**src/sv/scgn_pkg.sv**
```systemverilog
// shared types and constants for the structured grid ngon connectivity unit
`timescale 1ns / 1ps
package scgn_pkg;

    localparam int DEF_MAX_DIM = 256;
    localparam int SIZE_W      = 9;
    localparam int VAL_W       = 28;
    localparam int CNT_W       = 3;
    localparam int KIND_W      = 2;
    localparam int CFG_IDX_W   = 2;
    localparam int LIM_W       = SIZE_W + 1;
    localparam int TDATA_W     = ((CNT_W + 6 * VAL_W + 7) / 8) * 8;

    localparam logic [CFG_IDX_W-1:0] REG_SIZE_I = 2'd0;
    localparam logic [CFG_IDX_W-1:0] REG_SIZE_J = 2'd1;
    localparam logic [CFG_IDX_W-1:0] REG_SIZE_K = 2'd2;

    localparam logic [2:0] PH_HEADER = 3'd0;
    localparam logic [2:0] PH_FACE1  = 3'd1;
    localparam logic [2:0] PH_FACE2  = 3'd2;
    localparam logic [2:0] PH_FACE3  = 3'd3;
    localparam logic [2:0] PH_ELEM   = 3'd4;
    localparam logic [2:0] PH_DONE   = 3'd5;

    localparam logic [1:0] MODE_NONE = 2'd0;
    localparam logic [1:0] MODE_1D   = 2'd1;
    localparam logic [1:0] MODE_2D   = 2'd2;
    localparam logic [1:0] MODE_3D   = 2'd3;

    localparam logic [KIND_W-1:0] KIND_HEADER = 2'd0;
    localparam logic [KIND_W-1:0] KIND_FACE   = 2'd1;
    localparam logic [KIND_W-1:0] KIND_ELEM   = 2'd2;
    localparam logic [KIND_W-1:0] KIND_DONE   = 2'd3;

    // controller to datapath
    typedef struct packed {
        logic latch;
        logic mul1;
        logic mul2;
        logic sum;
        logic emit;
    } scgn_cmd_t;

    // datapath to controller
    typedef struct packed {
        logic hdr_pending;
        logic out_free;
    } scgn_stat_t;

endpackage

```
**src/sv/scgn_ctrl.sv**
```systemverilog
// request sequencer for the connectivity unit
`timescale 1ns / 1ps
module scgn_ctrl import scgn_pkg::*; (
    input  logic       aclk,
    input  logic       aresetn,
    input  logic       req_valid,
    input  logic       req_restart,
    output logic       req_ready,
    input  scgn_stat_t stat,
    output scgn_cmd_t  cmd
);

    localparam logic [2:0] S_IDLE = 3'd0;
    localparam logic [2:0] S_LAT  = 3'd1;
    localparam logic [2:0] S_MUL1 = 3'd2;
    localparam logic [2:0] S_MUL2 = 3'd3;
    localparam logic [2:0] S_SUM  = 3'd4;
    localparam logic [2:0] S_EMIT = 3'd5;

    logic [2:0] state_reg, state_next;

    always_ff @(posedge aclk) begin
        if (!aresetn) begin
            state_reg <= S_IDLE;
        end else begin
            state_reg <= state_next;
        end
    end

    always_comb begin
        state_next = state_reg;
        cmd        = '0;
        req_ready  = 1'b0;
        case (state_reg)
            S_IDLE: begin
                req_ready = 1'b1;
                if (req_valid) begin
                    state_next = (req_restart || stat.hdr_pending) ? S_LAT : S_EMIT;
                end
            end
            S_LAT: begin
                cmd.latch  = 1'b1;
                state_next = S_MUL1;
            end
            S_MUL1: begin
                cmd.mul1   = 1'b1;
                state_next = S_MUL2;
            end
            S_MUL2: begin
                cmd.mul2   = 1'b1;
                state_next = S_SUM;
            end
            S_SUM: begin
                cmd.sum    = 1'b1;
                state_next = S_EMIT;
            end
            S_EMIT: begin
                if (stat.out_free) begin
                    cmd.emit   = 1'b1;
                    state_next = S_IDLE;
                end
            end
            default: state_next = S_IDLE;
        endcase
    end

endmodule

```
**config.mk**
```make
export PLATFORM = sky130hd
export DESIGN_NAME = scgn_ctrl
export DESIGN_NICKNAME = d
export VERILOG_FILES = /design/src/sv/scgn_pkg.sv /design/src/sv/scgn_ctrl.sv
export SDC_FILE = /design/constraint.sdc
export NUM_CORES = 1
export LEC_CHECK = 0
export BUFFER_PORTS_ARGS = -buffer_cell sky130_fd_sc_hd__buf_2
export CORE_AREA = 2 2 39 41
export CTS_BUF_LIST = sky130_fd_sc_hd__clkbuf_8
export DETAILED_ROUTE_END_ITERATION = 8
export DIE_AREA = 0 0 41 43
export PLACE_DENSITY_LB_ADDON = 0.15
export SYNTH_ARGS = -nofsm -noshare
export SYNTH_HDL_FRONTEND = slang
export SYNTH_SLANG_ARGS = --single-unit
```
**constraint.sdc**
```tcl
create_clock -name aclk -period 0.98 [get_ports aclk]
set_input_delay 0.049 -clock aclk [delete_from_list [all_inputs] [get_ports aclk]]
set_output_delay 0.049 -clock aclk [all_outputs]
set_load 0.005 [all_outputs]
```
# Yosys cells after proc, flatten, opt, wreduce, memory -nomap -nowiden
# Index checks and enable logic that the tools add are counted.
# word_totals
ff_bits	3
latch_bits	0
mem_bits_rw	0
romBits	0
inputBits	6
out_inout_bits	6
word_cells	22
n_memories	0
# op_classes
add_sub_neg	0
n_mul	0
n_div	0
magnitude_cmp	0
n_eq_ne	7
shift	0
muxes	11
n_bitwise	0
reduce_logical	3
# op_table
operator	count
case mux 3 bit (6 select lines)	1
two-way mux 3 bit	3
two-way mux 1 bit	7
equality test 3 x 2 -> 1 bit, second input constant	2
equality test 3 bit, second input constant	2
inequality test 2 bit, second input constant	2
equality test 3 x 1 -> 1 bit, second input constant	1
zero test 3 bit	1
AND reduction 2 bit	1
logical OR 1 bit	1

# Depth between registers and ports, before layout
# Gate-level depths: netlist (run 1).
# logic_depth
ltp_word	4
depth_mapped	4

# Worst setup path after synthesis (run 1)
# No wires, ideal clock.
# synth_timing
kind	reg2reg
startpoint	register state_reg[0]
endpoint	register state_reg[2]
setup_time_ns	0.116
t_arrival_ns	0.880
required_time_ns	0.864
setup_slack_ns	-0.016
path_stages_with_launch	5
path_buffers	1
period_less_slack_ns	0.996
cell_sequence	dfxtp_1 -> buf_6 -> nand2_4 -> a211o_1 -> and3_1
# synth_via
elab_chain_cells	3
# synth_lines
item	line	text
start: declaration	scgn_ctrl.sv:20	logic [2:0] state_reg, state_next;
start signal: assignment	scgn_ctrl.sv:26	state_reg <= state_next;
equality test 3 bit or zero test 3 bit (tied branches)	scgn_ctrl.sv:34	case (state_reg)
inequality test 2 bit (no line)	-	
AND reduction 2 bit (no line)	-	
# Parallel ways exist; a longest one is shown, timed or not.
# A chain may end at the register's enable or synchronous reset.

# Worst setup path in the final report (run 1)
# layout_timing
startpoint	register state_reg[2]
endpoint	output port req_ready
# layout_via
elab_chain_cells	2
# layout_lines
item	line	text
zero test 3 bit	scgn_ctrl.sv:34	
two-way mux 1 bit	scgn_ctrl.sv:34	
end: declaration	scgn_ctrl.sv:8	output logic req_ready,
# Every way passes these cells.

==> results of run 1 <==
-- cell usage in the layout, fill, tap and decap left out, drive strengths merged --
master and count:
o21ai 1, dfxtp 3, nor3b 1, xnor2 1, nand2 1, nand2b 2, nor3 3, o31ai 1
buf 20, and3 2, inv 2, clkbuf 3, a211o 1, nor2 6
-- timing repair --
action | CTS | global route
pin swaps | 3 | 5
buffers inserted | 5 | 1
gates resized for setup | 12 | 10
endpoints found under the setup margin | 7 | 8
-- critical path, stage by stage, from the launching register on --
cell	delay (ns)
dfxtp_4	0.35
buf_6	0.12
nor3_4	0.13
buf_2	0.13
-- per-layer routing --
layer,vias up,track usage (%),wire [um]
li1,128,-,-
met1,119,10.9,253
met2,7,13.1,359
met3,2,3.14,17
met4,0,10.0,10
met5,-,0,0
-- cells by family after synthesis --
logic type                after synthesis
and+or+nand+nor                        15
AOI/OAI and AO/OA                       3
DFF                                     3
buffers and inverters                   3
xor gates and xnor gates                1
-- path summary, 6_finish.rpt --
path / from / end / slack (ns) / depth (start not counted)
hold reg to reg: state_reg[2] / state_reg[1] / 0.56 / 2
setup / recovery: state_reg[2] / req_ready / -0.02 / 3
setup reg to reg: state_reg[0] / state_reg[2] / 0 / 3
hold / removal: aresetn / state_reg[0] / 0.1 / 2
-- power by group through the flow --
stage / Clock, mW / Sequential, mW / Combinational [mW]
after floorplan: 0 / 0.169 / 0.183
after global routing: 0.370 / 0.236 / 0.522
after detailed placement: 0 / 0.210 / 0.259
after global placement: 0 / 0.211 / 0.262
final: 0.350 / 0.226 / 0.482
after CTS: 0.355 / 0.218 / 0.360
-- layout make-up --
| class | instances | area, sq um | area share, % |
|---|---|---|---|
| multi-input cells | 19 | 176 | 38.5 |
| inverters | 1 | 3.75 | 0.820 |
| clock inverters | 1 | 3.75 | 0.820 |
| flip-flops and latches | 3 | 71.3 | 15.6 |
| clock buffers | 3 | 41.3 | 9.02 |
| repair buffers | 20 | 141 | 30.9 |
| well taps | 16 | 20.0 | 4.37 |
-- through the flow --
step                util (%)  TNS (ns)
floorplan                  -         0
global placement        20.9   -0.0154
detailed placement      20.9  -0.00248
CTS                     29.1   -0.0835
global route            33.1    -0.263
finish                  33.1   -0.0247
==> summary.md, run 1 <==
| Metric | Value |
|---|---|
| Status | `finished with violations` |
| Failing checks | `negative setup slack` |
| Power share of the clock group | `33.1%` |
| Top cells by area, synth | `dfxtp_1 31%, nor2_1 12%, nor3_1 7.8%` |
| Number of synthesized register bits | `3` |
| CTS tree | `yes` |
| Post-placement cell area | `289 sq um` |
| Port bufs | `11` |
| # IOs | `12` |
| Cell taking the most area after synthesis | `dfxtp_1` |
| Antenna diodes | `0` |
| Post-route minimum period | `roughly 1.0 ns` |
| Tot Pwr | `between 1 and 1.5 mW` |
| CTS root buf | `clkbuf_8` |
| Site row count | `14` |
| Synth Flop Type | `dfxtp_1` |
| Number of global-route vias before repair | `around 260` |
| Hpwl dp | `383 um` |
| Post-route ant nets | `0` |
| Syn avg cell area | `between 7 and 8 sq um` |
| Final period util | `102%` |
| Adder-cell area share of the yosys netlist | `0%` |
| Design area | `458 sq um` |
| Place WS | `-0.00248 ns` |
| Netlist cell types | `14` |
| Clk sink count | `3` |
| Worst Tran Pin Value | `0.169 ns` |
| Leakage | `around 0.23 nW` |
| Kind of start point of the critical path | `register` |
| Max-slew headroom | `88.7%` |
| P&R area growth vs syn | `139%` |
| Sw Share | `approximately 30%` |
| Int Power | `0.738 mW` |
| Crit path required time | `0.93 ns` |
| Initial antenna violation count | `0` |
| Post-Synth XOR/XNOR Area | `4.58%` |
| Top post-synthesis cells by count | `6 x nor2_1, 3 x dfxtp_1, 3 x nor3_1` |
| Residual DRC | `0` |
| Cell Area, Synth | `around 190 sq um` |
| H-tree depth | `1` |
| Hold bufs inserted after CTS | `0` |
| Proportion of netlist area held by the largest area contributor | `31.4%` |
| Synth Instances | `25` |
| Max_cap viols | `0` |
| Max Slew Vio Count | `0` |
| Vias | `256` |
| Max VDD drop | `0.000605 V` |
| Total CTS buffers | `3` |
| Mux contribution to synthesized area | `0%` |
| Hold_ws | `0.0955 ns` |
| WP data arrival | `0.95 ns` |
| CTS clk-pin slew, worst paths | `roughly 0.03 ns` |
| Clk Latency, worst-skew pair | `0.22 ns` |
| Register area share after synthesis | `31.4%` |
| CORE AREA | `1380 sq um` |
| Largest net degree at the start of global routing | `7` |
| Routed wire per std cell | `10.2 um` |
| Fillers | `160` |
| Fraction of registers with async set/reset | `0%` |
| Placed insts | `between 50 and 60` |
| Clock Tree Buf Depth | `2` |
| Simple-gate share of the synthesized area | `between 40% and 50%` |
| RSZ-0062 raised after global routing | `true` |
| CP max FO | `5` |
| Fmax | `1000 MHz` |
| Final hold vios | `0` |
| Syn. warnings | `0` |
| Gr usage total | `approximately a tenth` |
| Die footprint | `1760 sq um` |
| Final WL | `~640 um` |
| Combinational fraction of design power | `45.5%` |
| Global placement routability congestion | `0.740` |
| PD cells | `2310 nW/um^2` |
| Drt first pass iters | `2` |
| PnR worst setup slack | `-0.0157 ns` |
| Synth Area in Compound Gates | `between 10 and 15%` |
| Worst Hold Class | `in2reg` |
| Critical setup path kind | `reg2out` |
| Post-Syn Nets | `31` |
| Via density | `between 4 and 5` |
| Die W | `around 41 um` |
| Share of cells above drive strength 1 | `approximately 79%` |
| Die Ht | `43 um` |
| Final setup viols | `3` |
| Switch Pwr | `around 0.32 mW` |
| Starting Density | `13.8%` |
| First DRT Iteration DRCs | `4` |
| Global-route wire length before repair | `1.07 mm` |
| Final Skew | `0.00375 ns` |
| GRT overflow | `0` |
| Layout Nets | `54` |
| Main combinational cell family by area after synthesis | `simple AND/OR/NAND/NOR gates` |
| Reg power frac | `21.4%` |
| Largest register FFs | `3` |
| Post-synth EDFFs | `0` |
| Finished Layout Cells | `63` |
| CP endpoint kind | `primary output` |
| Most common cell in the netlist | `nor2_1` |
Power figures use the tool's default switching activity.
==> inputs of run 2 (changes only) <==
--- a/config.mk
+++ b/config.mk
@@ -11,6 +11,7 @@
 export DETAILED_ROUTE_END_ITERATION = 8
 export DIE_AREA = 0 0 41 43
 export PLACE_DENSITY_LB_ADDON = 0.15
+export SETUP_SLACK_MARGIN = 0.4
 export SYNTH_ARGS = -nofsm -noshare
 export SYNTH_HDL_FRONTEND = slang
 export SYNTH_SLANG_ARGS = --single-unit
==> run 2 against run 1 <==
The run still ends with negative setup slack left. Worst hold slack improved by 0.0050 ns. Critical endpoint is now cmd[2]. Clock power decreased by 1%. Sequential share of layout area decreased by 0.69 points.
==> summary.md, run 2 (synthesis gave the netlist of run 1 again) <==
| Metric | Value |
|---|---|
| HP Start | `aresetn` |
| Critical setup path kind | `reg2out` |
| Final Core Density | `34.6%` |
| P&R area growth vs syn | `150%` |
| FF-to-FF setup slack | `-0.05 ns` |
| Final Skew | `around 0.0018 ns` |
| Starting Density | `between 10% and 20%` |
| Die W | `41 um` |
| R2r startpoint | `state_reg[2]` |
| Metal3 WL | `36 um` |
| Met1 wire length | `224 um` |
| Met2 wire len | `348 um` |
| Leakage | `0.227 nW` |
| Global placement routability congestion | `0.747` |
| Residual DRC | `0` |
| Setup TNS | `-0.360 ns` |
| Drt first pass iters | `1` |
| Hold endpoint | `state_reg[2]` |
| Largest register FFs | `3` |
| Post-route ant nets | `0` |
| Max-slew headroom | `89.5%` |
| Top Layer Used | `met4` |
| Final period util | `108%` |
| CP endpoint kind | `primary output` |
| First DRT Iteration DRCs | `0` |
| Site row count | `14` |
| Placed insts | `56` |
| Post-placement cell area | `302 sq um` |
| Fmax | `948 MHz` |
| Clk Latency, worst-skew pair | `0.21 ns` |
| Gr usage total | `9.23%` |
| Die Ht | `43 um` |
| Routed wire per std cell | `roughly 9.8 um` |
| Worst Tran Pin Value | `0.156 ns` |
| Port bufs | `11` |
| Worst r2r dst | `state_reg[2]` |
| CTS clk-pin slew, worst paths | `approximately 0.030 ns` |
| Die footprint | `1760 sq um` |
| Status | `finished with violations` |
| Hpwl dp | `between 400 and 500 um` |
| Largest net degree at the start of global routing | `7` |
| GRT overflow | `0` |
| Crit path required time | `just over 0.9 ns` |
| Share of cells above drive strength 1 | `85.1%` |
| Initial antenna violation count | `0` |
| Failing checks | `negative setup slack` |
| Vias | `249` |
| # IOs | `12` |
| PD cells | `roughly 2200 nW/um^2` |
| CTS root buf | `clkbuf_8` |
| CORE AREA | `1380 sq um` |
| Place WS | `-0.00977 ns` |
| Total CTS buffers | `3` |
| Finished Layout Cells | `63` |
| Layout Nets | `54` |
| Number of global-route vias before repair | `roughly 290` |
| Max Slew Vio Count | `0` |
| RSZ-0062 raised after global routing | `true` |
| Worst Reg-to-Reg Cells | `3` |
| Kind of start point of the critical path | `register` |
| Commonest non-fill, non-tap cell in the layout | `buf_2` |
| Antenna diodes | `0` |
| Via density | `3.95` |
| Final hold vios | `0` |
| H-tree depth | `1` |
| Tot Pwr | `1.07 mW` |
| Global-route wire length before repair | `1.08 mm` |
| CTS tree | `yes` |
| WP data arrival | `1.01 ns` |
| Clock Tree Buf Depth | `2` |
| Post-route minimum period | `between 1 and 1.5 ns` |
| Worst Hold Class | `in2reg` |
| Max_cap viols | `0` |
| Clk sink count | `3` |
| Final setup viols | `7` |
| Hold path depth | `2` |
| Design area | `479 sq um` |
| Final WL | `618 um` |
| CP max FO | `4` |
| PnR worst setup slack | `-0.0754 ns` |
| Max VDD drop | `0.000807 V` |
| Most frequent cells in the layout | `11 x buf_2, 7 x buf_6, 3 x nor2_4, 3 x clkbuf_8, 3 x dfxtp_4` |
| Hold_ws | `0.101 ns` |
[run 2: cell types whose count changed in the layout (fill, tap and decap cells not counted)]
cell | previous run | this run
buf_6 | 5 | 7
nor3_2 | 1 | 2
nor2_1 | 4 | 2
xnor2_2 | 0 | 1
xnor2_4 | 1 | 0
nor2_2 | 2 | 1
buf_4 | 4 | 2
nor3_1 | 1 | 0
nor2_4 | 0 | 3
[run 2: timing repair]
action | in CTS | in global routing
setup endpoints to repair | 9 | 9
gates resized for setup | 18 | 10
gates cloned | 0 | 0
setup buffers | 2 | 1
endpoints found under the hold margin | 0 | 0
hold buffers | 0 | 0
pin swaps | 6 | 4
[run 2: layer usage]
metal,vias up,track usage [%]
li1,127,-
met1,112,9.94
met2,8,14.1
met3,2,4.71
met4,0,4.67
met5,-,0
[run 2: worst max path at each step]
stage | slack, ns | from | end | cells past startpoint
after global placement | -0.03 | state_reg[1] | state_reg[0] | 3
after detailed placement | -0.01 | state_reg[1] | state_reg[0] | 3
final | -0.08 | state_reg[2] | cmd[2] | 4
after global routing | -0.11 | state_reg[1] | cmd[0] | 4
after floorplan | 0.04 | state_reg[0] | state_reg[2] | 4
after CTS | -0.09 | state_reg[2] | cmd[2] | 4
[run 2: power breakdown]
group          leakage (nW)  internal (mW)  switching [mW]
Sequential           0.0267          0.163          0.0592
Clock                0.0269          0.266          0.0795
Combinational         0.173          0.302           0.196
[run 2: layout make-up]
| class | count | area (sq um) |
|---|---|---|
| fillers | 147 | 905 |
| clock inverters | 1 | 3.75 |
| clock buffers | 3 | 41.3 |
| well taps | 16 | 20.0 |
| multi-input cells | 19 | 190 |
| flip-flops and latches | 3 | 71.3 |
| repair buffers | 20 | 149 |
| inverters | 1 | 3.75 |
[run 2: critical path, stage by stage, from the launching register on]
cell	delay (ns)
dfxtp_4	0.35
nand2b_4	0.14
buf_6	0.12
nor2_4	0.06
buf_2	0.11
==> inputs of run 3 (changes only) <==
--- a/config.mk
+++ b/config.mk
@@ -10,8 +10,10 @@
 export CTS_BUF_LIST = sky130_fd_sc_hd__clkbuf_8
 export DETAILED_ROUTE_END_ITERATION = 8
 export DIE_AREA = 0 0 41 43
-export PLACE_DENSITY_LB_ADDON = 0.15
+export HOLD_SLACK_MARGIN = 0.12
+export PLACE_DENSITY = 0.48
 export SETUP_SLACK_MARGIN = 0.4
+export SLEW_MARGIN = 20
 export SYNTH_ARGS = -nofsm -noshare
 export SYNTH_HDL_FRONTEND = slang
 export SYNTH_SLANG_ARGS = --single-unit
==> run 3 against run 2 <==
Largest power group unchanged. Critical path depth unchanged. Largest cell class unchanged. Highest routed layer is now met3. The run still ends with negative setup slack left. Register-to-register slack improved by 0.03 ns. Clock power increased by 1%.
==> summary.md, run 3 (synthesis gave the netlist of run 1 again) <==
| Metric | Value |
|---|---|
| Crit path required time | `0.93 ns` |
| Crit path buffers/inverters | `2` |
| R2r startpoint | `state_reg[2]` |
| Fillers | `172` |
| Footprint of the multi-input gates | `153 sq um` |
| Routed wire per std cell | `a little under 10 um` |
| Critical setup path kind | `reg2out` |
| Post-route minimum period | `1.04 ns` |
| CTS tree | `yes` |
| FF/Latch Area | `71.3 sq um` |
| PnR worst setup slack | `-0.0566 ns` |
| Starting Density | `13.8%` |
| Die footprint | `1760 sq um` |
| CTS clk-pin slew, worst paths | `0.03 ns` |
| First DRT Iteration DRCs | `4` |
| CP max FO | `6` |
| Clk sink count | `3` |
| Most frequent cells in the layout | `11 x buf_2, 5 x buf_6` |
| Gr usage total | `under 10%` |
| Setup crit end | `cmd[4]` |
| PD cells | `2300 nW/um^2` |
| Clock Tree Buf Depth | `2` |
| Worst Tran Pin Value | `slightly above 0.2 ns` |
| WP depth | `4` |
| Drt first pass iters | `4` |
| Final WL | `616 um` |
| CORE AREA | `about 1400 sq um` |
| Final setup viols | `7` |
| Worst Hold Class | `in2reg` |
| Worst path slowest cell | `dfxtp_4` |
| WP data arrival | `between 0.9 and 1 ns` |
| Vias | `about 240` |
| Largest net degree at the start of global routing | `7` |
| Finished Layout Cells | `62` |
| GRT overflow | `0` |
| Layout Nets | `53` |
| Site row count | `14` |
| Crit path from | `state_reg[2]` |
| CTS root buf | `clkbuf_8` |
| Leakage | `0.210 nW` |
| CP endpoint kind | `primary output` |
| Number of global-route vias before repair | `219` |
| Final period util | `106%` |
| Fmax | `965 MHz` |
| Kind of start point of the critical path | `register` |
| Critical path's top delay family | `flip-flops` |
| Max Slew Vio Count | `0` |
| Final hold vios | `0` |
| Commonest non-fill, non-tap cell in the layout | `buf_2` |
| Global placement routability congestion | `about 0.7` |
| Die W | `41 um` |
| Final Core Density | `30.8%` |
| Post-route ant nets | `0` |
| Max-slew headroom | `86.2%` |
| Clk Latency, worst-skew pair | `0.22 ns` |
| Worst Reg-to-Reg Cells | `3` |
| Status | `finished with violations` |
| Worst path cell trace | `nand2b_4 -> buf_6 -> nor2_2 -> buf_2` |
| Antenna diodes | `0` |
| Residual DRC | `0` |
| RSZ-0062 raised after global routing | `true` |
| Port bufs | `11` |
| H-tree depth | `1` |
| Max VDD drop | `0.000835 V` |
| Initial antenna violation count | `0` |
| # IOs | `12` |
| Failing checks | `negative setup slack` |
| Worst r2r dst | `state_reg[2]` |
| Share of cells above drive strength 1 | `73.9%` |
| Max_cap viols | `0` |
| Crit-path max cell delay | `0.35 ns` |
| Via density | `around 3.8` |
| Placed insts | `54` |
| Largest register FFs | `3` |
| Place WS | `-0.0260 ns` |
| Hpwl dp | `approximately 420 um` |
| Final Skew | `0.00318 ns` |
| Total CTS buffers | `3` |
| Die Ht | `43 um` |
| Global-route wire length before repair | `924 um` |
| P&R area growth vs syn | `123%` |
| FF-to-FF setup slack | `-0.02 ns` |
[run 3: through the flow]
step                total power, mW  area, sq um  setup TNS [ns]  hold WS [ns]
finish                        0.981          427          -0.306        0.0989
global route                   1.05          427          -0.647         0.118
CTS                           0.938          404          -0.338         0.101
detailed placement            0.463          287         -0.0260         0.323
global placement              0.455          287         -0.0213         0.327
floorplan                     0.370          204               0         0.172
[run 3: layout make-up]
class                      instances  area share [%]
multi-input combinational         19            35.8
timing repair buffer              19            31.4
clock inverter                     1           0.880
clock buffer                       3            9.68
inverter                           1           0.880
sequential                         3            16.7
tap                               16            4.69
[run 3: where the power goes]
group / internal, mW / switching, mW
registers: 0.163 / 0.0592
logic: 0.250 / 0.159
clock network: 0.267 / 0.0836
[run 3: worst min-delay path by stage]
stage | slack, ns | start | end | cells past startpoint
floorplan | 0.17 | stat[0] | cmd[0] | 2
global placement | 0.33 | aresetn | state_reg[0] | 2
global route | 0.12 | aresetn | state_reg[2] | 2
detailed placement | 0.32 | aresetn | state_reg[0] | 2
finish | 0.1 | aresetn | state_reg[0] | 2
CTS | 0.10 | aresetn | state_reg[2] | 2
[run 3: repair_timing]
item                                    in CTS  in global routing
setup buffers                                4                  0
pin swaps                                    4                  4
endpoints found under the setup margin       9                  9
cloned                                       0                  0
gates resized for setup                     12                  7
endpoints found under the hold margin        3                  1
[run 3: routing by layer]
metal / up-vias / GRT usage, % / wire (um)
met5: - / 0 / 0
met3: 0 / 7.85 / 54
met2: 11 / 10.6 / 275
met4: 0 / 4.00 / 0
li1: 126 / - / -
met1: 101 / 9.94 / 286
